[src/hw/rtl/crcfr_pkg.sv]
// shared types, constants and crc function for the crc16 frame receiver
package crcfr_pkg;

	localparam int RING_DEPTH_DEF  = 256;
	localparam int PAYLOAD_MAX_DEF = 16;

	localparam logic [15:0] CRC_INIT = 16'hFFFF;
	localparam logic [15:0] CRC_POLY = 16'h1021;

	localparam logic [7:0] START_BYTE_RST     = 8'h00;
	localparam logic [4:0] PAYLOAD_LENGTH_RST = 5'd8;

	typedef enum logic [0:0] {
		CFG_START_BYTE     = 1'b0,
		CFG_PAYLOAD_LENGTH = 1'b1
	} cfg_idx_t;

	typedef enum logic [0:0] {
		OPC_PUSH = 1'b0,
		OPC_READ = 1'b1
	} opcode_t;

	typedef enum logic [1:0] {
		STS_PUSH_OK   = 2'd0,
		STS_PUSH_FULL = 2'd1,
		STS_PAYLOAD   = 2'd2,
		STS_NO_FRAME  = 2'd3
	} status_t;

	typedef enum logic [3:0] {
		ST_IDLE,
		ST_SCAN_RD,
		ST_SCAN_CMP,
		ST_CHECK,
		ST_CRC_RD,
		ST_CRC_ACC,
		ST_RXLO_RD,
		ST_RXLO,
		ST_RXHI_RD,
		ST_RXHI,
		ST_EMIT_RD,
		ST_EMIT,
		ST_CONSUME1,
		ST_CONSUME2
	} state_t;

	typedef enum logic [3:0] {
		OP_NONE,
		OP_PUSH,
		OP_NOFRAME,
		OP_READ_START,
		OP_SCAN_DROP,
		OP_CRC_START,
		OP_CRC_ACC,
		OP_RX_LO,
		OP_MISMATCH,
		OP_EMIT_START,
		OP_EMIT_BYTE,
		OP_CONSUME
	} dp_op_t;

	typedef struct packed {
		dp_op_t op;
	} dp_cmd_t;

	typedef struct packed {
		logic too_short;   // held bytes below one whole frame
		logic held_zero;
		logic start_match;
		logic cnt_last;
		logic crc_ok;
	} dp_stat_t;

	// crc-16/ccitt-false, msb first, one byte
	function automatic logic [15:0] crc16_update(input logic [15:0] crc_in,
		input logic [7:0] data);
		logic [15:0] c;
		c = crc_in ^ {data, 8'h00};
		for (int b = 0; b < 8; b++) begin
			if (c[15]) begin
				c = {c[14:0], 1'b0} ^ CRC_POLY;
			end else begin
				c = {c[14:0], 1'b0};
			end
		end
		return c;
	endfunction

endpackage

[src/hw/rtl/crcfr_ctrl.sv]
// controller state machine for the crc16 frame receiver
module crcfr_ctrl (
	input  logic                clk,
	input  logic                arst_n,
	input  logic                start,
	input  logic                opcode,
	input  crcfr_pkg::dp_stat_t stat,
	output crcfr_pkg::dp_cmd_t  cmd,
	output logic                busy
);

	crcfr_pkg::state_t state_q, state_d;

	always_ff @(posedge clk or negedge arst_n) begin
		if (!arst_n) begin
			state_q <= crcfr_pkg::ST_IDLE;
		end else begin
			state_q <= state_d;
		end
	end

	always_comb begin
		state_d = state_q;
		cmd.op  = crcfr_pkg::OP_NONE;
		busy    = 1'b1;
		unique case (state_q)
			crcfr_pkg::ST_IDLE: begin
				busy = 1'b0;
				if (start) begin
					if (opcode == crcfr_pkg::OPC_PUSH) begin
						cmd.op = crcfr_pkg::OP_PUSH;
					end else if (stat.too_short) begin
						cmd.op = crcfr_pkg::OP_NOFRAME;
					end else begin
						cmd.op  = crcfr_pkg::OP_READ_START;
						state_d = crcfr_pkg::ST_SCAN_RD;
					end
				end
			end
			crcfr_pkg::ST_SCAN_RD: begin
				// nothing left to scan: pointers have met, store is empty
				if (stat.held_zero) begin
					cmd.op  = crcfr_pkg::OP_NOFRAME;
					state_d = crcfr_pkg::ST_IDLE;
				end else begin
					state_d = crcfr_pkg::ST_SCAN_CMP;
				end
			end
			crcfr_pkg::ST_SCAN_CMP: begin
				if (stat.start_match) begin
					state_d = crcfr_pkg::ST_CHECK;
				end else begin
					cmd.op  = crcfr_pkg::OP_SCAN_DROP;
					state_d = crcfr_pkg::ST_SCAN_RD;
				end
			end
			crcfr_pkg::ST_CHECK: begin
				if (stat.too_short) begin
					cmd.op  = crcfr_pkg::OP_NOFRAME;
					state_d = crcfr_pkg::ST_IDLE;
				end else begin
					cmd.op  = crcfr_pkg::OP_CRC_START;
					state_d = crcfr_pkg::ST_CRC_RD;
				end
			end
			crcfr_pkg::ST_CRC_RD: begin
				state_d = crcfr_pkg::ST_CRC_ACC;
			end
			crcfr_pkg::ST_CRC_ACC: begin
				cmd.op  = crcfr_pkg::OP_CRC_ACC;
				state_d = stat.cnt_last ? crcfr_pkg::ST_RXLO_RD : crcfr_pkg::ST_CRC_RD;
			end
			crcfr_pkg::ST_RXLO_RD: begin
				state_d = crcfr_pkg::ST_RXLO;
			end
			crcfr_pkg::ST_RXLO: begin
				cmd.op  = crcfr_pkg::OP_RX_LO;
				state_d = crcfr_pkg::ST_RXHI_RD;
			end
			crcfr_pkg::ST_RXHI_RD: begin
				state_d = crcfr_pkg::ST_RXHI;
			end
			crcfr_pkg::ST_RXHI: begin
				if (stat.crc_ok) begin
					cmd.op  = crcfr_pkg::OP_EMIT_START;
					state_d = crcfr_pkg::ST_EMIT_RD;
				end else begin
					cmd.op  = crcfr_pkg::OP_MISMATCH;
					state_d = crcfr_pkg::ST_IDLE;
				end
			end
			crcfr_pkg::ST_EMIT_RD: begin
				state_d = crcfr_pkg::ST_EMIT;
			end
			crcfr_pkg::ST_EMIT: begin
				cmd.op  = crcfr_pkg::OP_EMIT_BYTE;
				state_d = stat.cnt_last ? crcfr_pkg::ST_CONSUME1 : crcfr_pkg::ST_EMIT_RD;
			end
			crcfr_pkg::ST_CONSUME1: begin
				cmd.op  = crcfr_pkg::OP_CONSUME;
				state_d = crcfr_pkg::ST_CONSUME2;
			end
			crcfr_pkg::ST_CONSUME2: begin
				cmd.op  = crcfr_pkg::OP_CONSUME;
				state_d = crcfr_pkg::ST_IDLE;
			end
			default: begin
				state_d = crcfr_pkg::ST_IDLE;
			end
		endcase
	end

endmodule

[src/hw/rtl/crcfr_dp.sv]
// datapath: receive ring, pointers, crc unit, config and result registers
module crcfr_dp #(
	parameter int RING_DEPTH  = crcfr_pkg::RING_DEPTH_DEF,
	parameter int PAYLOAD_MAX = crcfr_pkg::PAYLOAD_MAX_DEF
) (
	input  logic                clk,
	input  logic                arst_n,
	input  crcfr_pkg::dp_cmd_t  cmd,
	output crcfr_pkg::dp_stat_t stat,
	input  logic [7:0]          data_byte,
	input  logic                cfg_we,
	input  logic                cfg_index,
	input  logic [7:0]          cfg_data,
	output logic                strobe,
	output logic [1:0]          status,
	output logic [7:0]          payload_byte,
	output logic                last
);

	localparam int PW = $clog2(RING_DEPTH);
	localparam int HW = $clog2(RING_DEPTH + 1);
	localparam int LW = $clog2(PAYLOAD_MAX + 1);
	localparam logic [PW-1:0] PTR_LAST = PW'(RING_DEPTH - 1);
	localparam logic [HW-1:0] HELD_FULL = HW'(RING_DEPTH);

	logic [7:0]    mem [RING_DEPTH];
	logic [7:0]    rd_data_q;
	logic [PW-1:0] rp_q, wp_q, ptr_q;
	logic [HW-1:0] held_q;
	logic [7:0]    start_byte_q;
	logic [4:0]    plen_q;
	logic [LW-1:0] cnt_q;
	logic [15:0]   crc_q;
	logic [7:0]    rx_lo_q;
	logic          strobe_q, last_q;
	logic [1:0]    status_q;
	logic [7:0]    payload_q;

	logic [LW-1:0] len_c;
	logic          full_c;
	logic [PW-1:0] rp_inc, ptr_inc, wp_inc;

	function automatic logic [PW-1:0] ptr_next(input logic [PW-1:0] p);
		return (p == PTR_LAST) ? '0 : p + PW'(1);
	endfunction

	// payload length saturated to 1..PAYLOAD_MAX
	always_comb begin
		if (plen_q == 5'd0) begin
			len_c = LW'(1);
		end else if (32'(plen_q) > 32'(PAYLOAD_MAX)) begin
			len_c = LW'(PAYLOAD_MAX);
		end else begin
			len_c = LW'(plen_q);
		end
	end

	assign full_c  = (held_q == HELD_FULL);
	assign rp_inc  = ptr_next(rp_q);
	assign ptr_inc = ptr_next(ptr_q);
	assign wp_inc  = ptr_next(wp_q);

	assign stat.too_short   = (32'(held_q) < (32'(len_c) + 32'd3));
	assign stat.held_zero   = (held_q == '0);
	assign stat.start_match = (rd_data_q == start_byte_q);
	assign stat.cnt_last    = ((LW + 1)'(cnt_q) + (LW + 1)'(1) == (LW + 1)'(len_c));
	assign stat.crc_ok      = ({rd_data_q, rx_lo_q} == crc_q);

	// ring memory, registered read at the working pointer
	always_ff @(posedge clk) begin
		if (cmd.op == crcfr_pkg::OP_PUSH && !full_c) begin
			mem[wp_q] <= data_byte;
		end
		rd_data_q <= mem[ptr_q];
	end

	always_ff @(posedge clk or negedge arst_n) begin
		if (!arst_n) begin
			start_byte_q <= crcfr_pkg::START_BYTE_RST;
			plen_q       <= crcfr_pkg::PAYLOAD_LENGTH_RST;
		end else if (cfg_we) begin
			unique case (cfg_index)
				crcfr_pkg::CFG_START_BYTE:     start_byte_q <= cfg_data;
				crcfr_pkg::CFG_PAYLOAD_LENGTH: plen_q       <= cfg_data[4:0];
				default: ;
			endcase
		end
	end

	always_ff @(posedge clk or negedge arst_n) begin
		if (!arst_n) begin
			rp_q     <= '0;
			wp_q     <= '0;
			held_q   <= '0;
			strobe_q <= 1'b0;
		end else begin
			strobe_q <= 1'b0;
			unique case (cmd.op)
				crcfr_pkg::OP_PUSH: begin
					strobe_q <= 1'b1;
					if (!full_c) begin
						wp_q   <= wp_inc;
						held_q <= held_q + HW'(1);
					end
				end
				crcfr_pkg::OP_NOFRAME: begin
					strobe_q <= 1'b1;
				end
				crcfr_pkg::OP_MISMATCH: begin
					strobe_q <= 1'b1;
					rp_q     <= rp_inc;
					held_q   <= held_q - HW'(1);
				end
				crcfr_pkg::OP_SCAN_DROP, crcfr_pkg::OP_EMIT_START,
				crcfr_pkg::OP_CONSUME: begin
					rp_q   <= rp_inc;
					held_q <= held_q - HW'(1);
				end
				crcfr_pkg::OP_EMIT_BYTE: begin
					strobe_q <= 1'b1;
					rp_q     <= rp_inc;
					held_q   <= held_q - HW'(1);
				end
				default: ;
			endcase
		end
	end

	// working registers and result payload
	always_ff @(posedge clk) begin
		unique case (cmd.op)
			crcfr_pkg::OP_PUSH: begin
				status_q  <= full_c ? crcfr_pkg::STS_PUSH_FULL : crcfr_pkg::STS_PUSH_OK;
				payload_q <= 8'h00;
				last_q    <= 1'b1;
			end
			crcfr_pkg::OP_NOFRAME, crcfr_pkg::OP_MISMATCH: begin
				status_q  <= crcfr_pkg::STS_NO_FRAME;
				payload_q <= 8'h00;
				last_q    <= 1'b1;
			end
			crcfr_pkg::OP_READ_START: begin
				ptr_q <= rp_q;
			end
			crcfr_pkg::OP_SCAN_DROP: begin
				ptr_q <= rp_inc;
			end
			crcfr_pkg::OP_CRC_START: begin
				ptr_q <= rp_inc;
				crc_q <= crcfr_pkg::CRC_INIT;
				cnt_q <= '0;
			end
			crcfr_pkg::OP_CRC_ACC: begin
				crc_q <= crcfr_pkg::crc16_update(crc_q, rd_data_q);
				ptr_q <= ptr_inc;
				cnt_q <= cnt_q + LW'(1);
			end
			crcfr_pkg::OP_RX_LO: begin
				rx_lo_q <= rd_data_q;
				ptr_q   <= ptr_inc;
			end
			crcfr_pkg::OP_EMIT_START: begin
				// start byte is dropped here, first payload byte is next
				ptr_q <= rp_inc;
				cnt_q <= '0;
			end
			crcfr_pkg::OP_EMIT_BYTE: begin
				status_q  <= crcfr_pkg::STS_PAYLOAD;
				payload_q <= rd_data_q;
				last_q    <= stat.cnt_last;
				ptr_q     <= ptr_inc;
				cnt_q     <= cnt_q + LW'(1);
			end
			default: ;
		endcase
	end

	assign strobe       = strobe_q;
	assign status       = status_q;
	assign payload_byte = payload_q;
	assign last         = last_q;

endmodule

[src/hw/rtl/crc16_frame_receiver_top.sv]
// top level of the crc16 frame receiver: controller plus datapath
// a push leaves the controller idle; its result beat appears on the next cycle, and
// start is taken again at once, so pushes run at one per cycle.
// a read drops bytes up to the start byte, checks the length, runs the crc over the payload,
// checks the two crc bytes, and on a match delivers the payload and drops the crc bytes,
// all via the single registered read port of the ring; short reads answer the next cycle.
// arst_n empties the ring, clears the read and write pointers and restores the config defaults.
module crc16_frame_receiver_top #(
	parameter int RING_DEPTH  = crcfr_pkg::RING_DEPTH_DEF,
	parameter int PAYLOAD_MAX = crcfr_pkg::PAYLOAD_MAX_DEF
) (
	input  logic       clk,
	input  logic       arst_n,
	input  logic       start,
	output logic       busy,
	input  logic       opcode,
	input  logic [7:0] data_byte,
	input  logic       cfg_valid,
	output logic       cfg_ready,
	input  logic       cfg_index,
	input  logic [7:0] cfg_data,
	output logic       strobe,
	output logic [1:0] status,
	output logic [7:0] payload_byte,
	output logic       last
);

	crcfr_pkg::dp_cmd_t  cmd;
	crcfr_pkg::dp_stat_t stat;
	logic                busy_c;

	crcfr_ctrl u_ctrl (
		.clk    (clk),
		.arst_n (arst_n),
		.start  (start),
		.opcode (opcode),
		.stat   (stat),
		.cmd    (cmd),
		.busy   (busy_c)
	);

	crcfr_dp #(
		.RING_DEPTH  (RING_DEPTH),
		.PAYLOAD_MAX (PAYLOAD_MAX)
	) u_dp (
		.clk          (clk),
		.arst_n       (arst_n),
		.cmd          (cmd),
		.stat         (stat),
		.data_byte    (data_byte),
		.cfg_we       (cfg_valid && cfg_ready),
		.cfg_index    (cfg_index),
		.cfg_data     (cfg_data),
		.strobe       (strobe),
		.status       (status),
		.payload_byte (payload_byte),
		.last         (last)
	);

	assign busy      = busy_c;
	// no config beat in the cycle an item is taken
	assign cfg_ready = !busy_c && !start;

endmodule
[config.mk]
export PLATFORM = sky130hd
export DESIGN_NAME = crc16_frame_receiver_top
export DESIGN_NICKNAME = d
export VERILOG_FILES = /design/src/hw/rtl/crcfr_pkg.sv /design/src/hw/rtl/crcfr_ctrl.sv /design/src/hw/rtl/crcfr_dp.sv /design/src/hw/rtl/crc16_frame_receiver_top.sv
export SDC_FILE = /design/constraint.sdc
export NUM_CORES = 2
export LEC_CHECK = 0
export BUFFER_PORTS_ARGS = -buffer_cell sky130_fd_sc_hd__buf_2
export CAP_MARGIN = 20
export CELL_PAD_IN_SITES_DETAIL_PLACEMENT = 0
export CELL_PAD_IN_SITES_GLOBAL_PLACEMENT = 1
export CORE_UTILIZATION = 60
export DETAILED_ROUTE_END_ITERATION = 10
export GPL_ROUTABILITY_DRIVEN = 1
export PLACE_DENSITY = 0.86
export SYNTH_ARGS = -nofsm -noshare
export SYNTH_HDL_FRONTEND = slang
export SYNTH_SLANG_ARGS = --single-unit
[constraint.sdc]
create_clock -name clk -period 9.8 [get_ports clk]
set_input_delay 1.96 -clock clk [delete_from_list [all_inputs] [get_ports clk]]
set_output_delay 1.96 -clock clk [all_outputs]
set_load 0.02 [all_outputs]
# Word-level counts from Yosys, hierarchy flattened
# Memory sizes are Yosys's and may differ from the RTL's. A register that Yosys moved wholly into a read port is not among the register bits.
# Cells that the tools add are included.
word_totals:
  ff_bits: 91
  latch_bits: 0
  ramBits: 2048
  romBits: 0
  inputBits: 22
  output_inout_bits: 14
  word_cells: 150
  mem_count: 1
memory_table:
  columns: ["name", "depth", "word_bits", "rd", "rd_clocked_by_memory_dff", "write_ports", "line_no", "source"]
  rows:
  - ["u_dp.mem", 256, 8, 1, 1, 1, "crcfr_dp.sv:26", "logic [7:0] mem [RING_DEPTH];"]
classes:
  add_sub_neg: 8
  mul: 0
  n_div: 0
  n_lt_le_gt_ge: 2
  n_eq_ne: 35
  shift: 0
  n_mux: 51
  bitwise: 11
  reduce_logical: 28
ops:
  columns: ["op", "n"]
  rows:
  - ["$mux 16", 7]
  - ["$mux 13", 8]
  - ["$pmux 4 s13", 1]
  - ["$eq 4x4->1 const B", 10]
  - ["$pmux 4 s9", 1]
  - ["$eq 4x3->1 const B", 8]
  - ["$lt 9x32->1", 1]
  - ["$pmux 16 s2", 1]
  - ["$add 8x1->8 const B", 3]
  - ["$eq 8x8->1 const B", 3]
  - ["$mux 4", 6]
  - ["$mux 8", 3]
  - ["$not 3->3", 8]
  - ["$pmux 8 s3", 1]
  - ["$pmux 9 s2", 1]
  - ["$eq 16x16->1", 1]
  - ["$eq 4x2->1 const B", 4]
  - ["$pmux 8 s2", 1]
  - ["$xor 16x16->16", 1]
  - ["$mux 3", 4]
  - ["$mux 5", 2]
  - ["$pmux 5 s2", 1]
  - ["$add 9x1->9 const B", 1]
  - ["$eq 9x9->1 const B", 1]
  - ["other kinds (28)", 57]

# Depth between registers and ports, before layout
depth:
  word_depth: 32
  depth_mapped: 16

# By module
# Synthesis repeated with hierarchy kept, for this count alone.
unflattened:
  cells_unflattened: 4582
  hier_area_um2: 85761.0
by_module_without_submodules:
  columns: ["module", "n_inst", "cells_each", "area_per_inst_um2"]
  rows:
  - ["crcfr_dp", 1, 4520, 85309.3]
  - ["crcfr_ctrl", 1, 60, 435.4]
  - ["crc16_frame_receiver_top", 1, 2, 16.3]

# Worst setup path after synthesis
# No wires, ideal clock.
synth_timing:
  kind: "input to output"
  from: "input start"
  to: "output cfg_ready"
  t_arrival_ps: 2312
  path_slack_ps: 5528
  path_stages: 1
  cell_sequence: "nor2_1"
synth_between:
  elab_chain_len: 2
synth_lines:
  columns: ["item", "line_no", "source"]
  rows:
  - ["from (decl)", "crc16_frame_receiver_top.sv:14", "input logic start,"]
  - ["$logic_not 1->1", "crc16_frame_receiver_top.sv:62", "assign cfg_ready = !busy_c && !start;"]
  - ["$logic_and 1x1->1", "crc16_frame_receiver_top.sv:62", null]
  - ["to (decl)", "crc16_frame_receiver_top.sv:19", "output logic cfg_ready,"]
# No other way between the ends.

# Worst setup path in the final report
layout_timing:
  from: "register u_dp.plen_q[1]"
  to: "memory u_dp.mem[20][6] (enable)"
layout_between:
  elab_chain_len: 13
layout_lines:
  columns: ["item", "line_no", "source"]
  rows:
  - ["from (decl)", "crcfr_dp.sv:31", "logic [4:0] plen_q;"]
  - ["from (signal assigned)", "crcfr_dp.sv:80", "plen_q <= crcfr_pkg::PAYLOAD_LENGTH_RST;"]
  - ["from (signal assigned)", "crcfr_dp.sv:84", "crcfr_pkg::CFG_PAYLOAD_LENGTH: plen_q <= cfg_data[4:0];"]
  - ["$gt 5x5->1", "crcfr_dp.sv:51", "end else if (32'(plen_q) > 32'(PAYLOAD_MAX)) begin"]
  - ["$mux 5", "crcfr_dp.sv:51", null]
  - ["$mux 5 (*)", "crcfr_dp.sv:49", "if (plen_q == 5'd0) begin"]
  - ["$add 5x2->6 (*)", "crcfr_dp.sv:63", "assign stat.too_short = (32'(held_q) < (32'(len_c) + 32'd3));"]
  - ["$lt 9x32->1 (*)", "crcfr_dp.sv:63", null]
  - ["$mux 1", "crcfr_ctrl.sv:32", "end else if (stat.too_short) begin"]
  - ["$mux 4", "crcfr_ctrl.sv:30", "if (opcode == crcfr_pkg::OPC_PUSH) begin"]
  - ["$mux 4", "crcfr_ctrl.sv:29", "if (start) begin"]
  - ["$pmux 4 s9 (*)", "crcfr_ctrl.sv:26", "unique case (state_q)"]
  - ["$eq 4x1->1 (*)", "crcfr_dp.sv:71", "if (cmd.op == crcfr_pkg::OP_PUSH && !full_c) begin"]
  - ["$logic_and 1x1->1 (*)", "crcfr_dp.sv:71", null]
  - ["$mux 1 (*)", "crcfr_dp.sv:71", null]
  - ["$mux 1 (implied by the code) (*)", "crcfr_dp.sv:72", "mem[wp_q] <= data_byte;"]
  - ["to (decl)", "crcfr_dp.sv:26", null]
# Every way passes the cells marked *; elsewhere a longest branch is shown, timed or not.

==> impl_metrics.yaml <==
run_status:
  status: "complete, no violations"
setup_path:
  r2r-end: "u_dp.mem[20][6]"
  reg2reg_setup_slack_ns: 3.99
  critical_path.cell_chain: "or3_1 > a21oi_1 > inv_1 > ha_1 > inv_1 > a31oi_1 > ha_1 > nand2_1 > nor4_1 > o311ai_1 > a311o_2 > a211oi_4 > buf_4 > nand3_2 > nor2_1"
  reg2reg_depth: 15
  start_kind: "register"
  cp_data_arrival_time_ns: 6.28
  crit_fanout: 30
  endpoint_kind: "register"
  slowest_stage: "nor2_1"
  reg2reg_from: "u_dp.plen_q[1]"
  worstSetupPathType: "reg -> reg"
  slowest_delay_ns: 0.94
  cp.required_ns: 10.27
global_route:
  grt_pass1_vias: 42400
  grt_usage: 0.301
  grt_pass1_wl_mm: 303
  grt_overflow: 0
  antenna_found_initial: 9
  grt_start_max_net_pins: 158
drt:
  wl_mm: 209
  route.met3.wl_mm: 24.5
  ant_nets: 0
  via_count: 43100
  firstDrtPassIters: 8
  met2WireLength_mm: 98.8
  drc: 0
  routedWlPerCell_um: 34.0
  drt-met1-wl_mm: 77.8
  routed_via_density: 6.99
  top_layer: "met5"
  drt_first_iter_violations: 6610
logic_synthesis:
  ys_warn_count: 0
  yosysUniqueCellTypes: 71
  yosys.area.top_type: "edfxtp_1"
  synth-async-reset-ratio: 0.0200
  synth_most_common_cell: "edfxtp_1"
  synth_fp_nets: 4097
  synth_cells: 4054
  synth_edf_count: 2096
  synth_ff_type: "edfxtp_1"
  netlist_top_cells_count: "2096 x edfxtp_1, 518 x mux4_2, 315 x nor2_1, 109 x clkbuf_1, 94 x a22oi_1"
  synthTopCellsByArea: "edfxtp_1 75%, mux4_2 14%, nor2_1 1.4%"
  synth-seq-cells: 2147
  syn_area_sq_um: 84400
  syn_avg_cell_area_sq_um: 20.8
  ys_seq_area_frac: 0.761
  synth_top_area_frac: 0.746
power_and_ir_drop:
  powerDensity_nw_per_um2: 279
  ir_worst_vdd_v: 0.000256
  p_leak_nw: 28.8
hold_path:
  hold_path.class: "reg -> reg"
  min_delay_worst_endpoint: "u_dp.start_byte_q[1]"
  hp-start: "u_dp.start_byte_q[1]"
  min_delay_path_depth: 1
placement:
  port_buffers: 35
  place_congestion: 0.885
  detailed_place_hpwl_mm: 119
floorplan:
  fp.coreArea_sq_um: 140000
  initial_core_util: 0.605
  rows: 137
  die_width_um: 377
  die_h_um: 377
  io_pins: 36
  dieArea_sq_um: 142000
sta:
  hold_slack_ns: 0.532
  skew_ns: 0.0324
  setup_tns_ns: 0
  fmax_mhz: 172
  final_max_slew_viol_count: 0
  min_period_over_period: 0.592
  slew_headroom: 0.301
  setup_viol: 0
  finalCriticalPeriod_ns: 5.81
  rsz0062_at_grt: "no"
  hold_violations: 0
  tightest_slew_ns: 1.05
layout:
  drive_above_1_share: 0.232
  nets: 4154
  area_growth_pct: 10.4
  fillCellCount: 8587
flow_run:
  max_cap_viol_count: 0
clock_tree:
  clock-root-buffer: "clkbuf_16"
  clockBufferDepth: 3
  cts_tree: "built"
  htree_levels: 4
  cts_setup_buffers: 0
  cts.repair.resized: 0
  clkTransAtPathRegs_ns: 0.06
  cts_inserted_buffers: 200
  clock_sinks: 2147
  hold_buffers: 0
  insertion_delay_ns: 0.85
==> flip-flops by register name, summed over array words and instances, names as in the netlist <==
register and cells:
u_dp.rp_q 8, u_dp.mem 2048, u_dp.cnt_q 5, u_dp.start_byte_q 8
u_dp.last 1, u_dp.ptr_q 8, u_dp.rx_lo_q 8, u_dp.held_q 9
u_dp.wp_q 8, u_dp.payload_byte 8, u_dp.crc_q 16, u_dp.strobe 1
u_dp.status 2, u_dp.rd_data_q 8, u_ctrl.state_q 4, u_dp.plen_q 5
==> area by class of cell <==
type	count	area, sq um	area share
repair buffers	94	793	0.00852
well taps	1876	2350	0.0252
flip-flops and latches	2147	64200	0.689
multi-input cells	1647	18900	0.203
inverters	21	78.8	0.000847
clock inverters	151	1610	0.0173
diodes	3	7.51	0.0000806
clock buffers	227	5180	0.0556
==> critical path, delay by kind of cell (launching register included) <==
kind	cells	cell delay [ns]
simple gates	5	2.56
buf+inv	3	0.65
compound gates	5	1.25
fa+ha+maj	2	0.49
flops	1	0.44
==> per-stage QoR <==
stage                     cell area, sq um   util  instances  total power [mW]  setup slack [ns]
final                                93100  0.667       6166              26.0              3.99
after floorplan                      84400      -       4054              15.8              5.53
after CTS                            93100  0.667       6163              26.0              4.11
after global placement               86300  0.618       5783              18.0              4.09
after global routing                 93100  0.667       6163              26.7              3.86
after detailed placement             86300  0.619       5785              18.1              4.18
==> cells in the final DEF, fill, tap and decap left out, types with 33 or more instances in the layout <==
master / instances
a21oi_1: 57
a221oi_1: 53
a22o_1: 57
a22oi_1: 94
buf_4: 50
clkbuf_16: 203
clkinv_1: 33
clkinv_2: 38
dfrtp_1: 42
edfxtp_1: 2096
mux2i_1: 38
mux4_2: 518
nand2_1: 84
nand3_1: 38
nor2_1: 313
xnor2_1: 41
==> metal layers <==
metal / track usage / up-vias
met3: 0.0676 / 474
li1: - / 17000
met2: 0.462 / 3340
met5: 0 / -
met1: 0.429 / 22300
met4: 0.115 / 10
==> kinds of logic after synthesis <==
| logic type | Yosys count | synth area share |
|---|---|---|
| adder cells (fa/ha/maj) | 21 | 0.00320 |
| multiplexers | 579 | 0.146 |
| other | 1 | 0.0000444 |
| flip-flops | 2147 | 0.761 |
| AND/OR/NAND/NOR | 597 | 0.0342 |
| XOR/XNOR | 66 | 0.00685 |
| AO/OA/AOI/OAI | 383 | 0.0334 |
| buffers and inverters | 260 | 0.0157 |
==> how the worst max path moves through the flow <==
stage,start,end,slack [ns]
after floorplan,start,cfg_ready,5.53
after global placement,u_dp.plen_q[1],u_dp.mem[111][0],4.09
after detailed placement,u_dp.plen_q[1],u_dp.mem[175][3],4.18
after CTS,u_dp.plen_q[1],u_dp.mem[191][0],4.11
after global routing,u_dp.plen_q[1],u_dp.mem[164][1],3.86
final,u_dp.plen_q[1],u_dp.mem[20][6],3.99
==> report_power, final <==
group          internal [mW]  switching [mW]
Clock                   4.50            3.47
Sequential              10.3           0.235
Combinational           3.08            4.39
No activity file was read; power rests on OpenSTA's default activity.
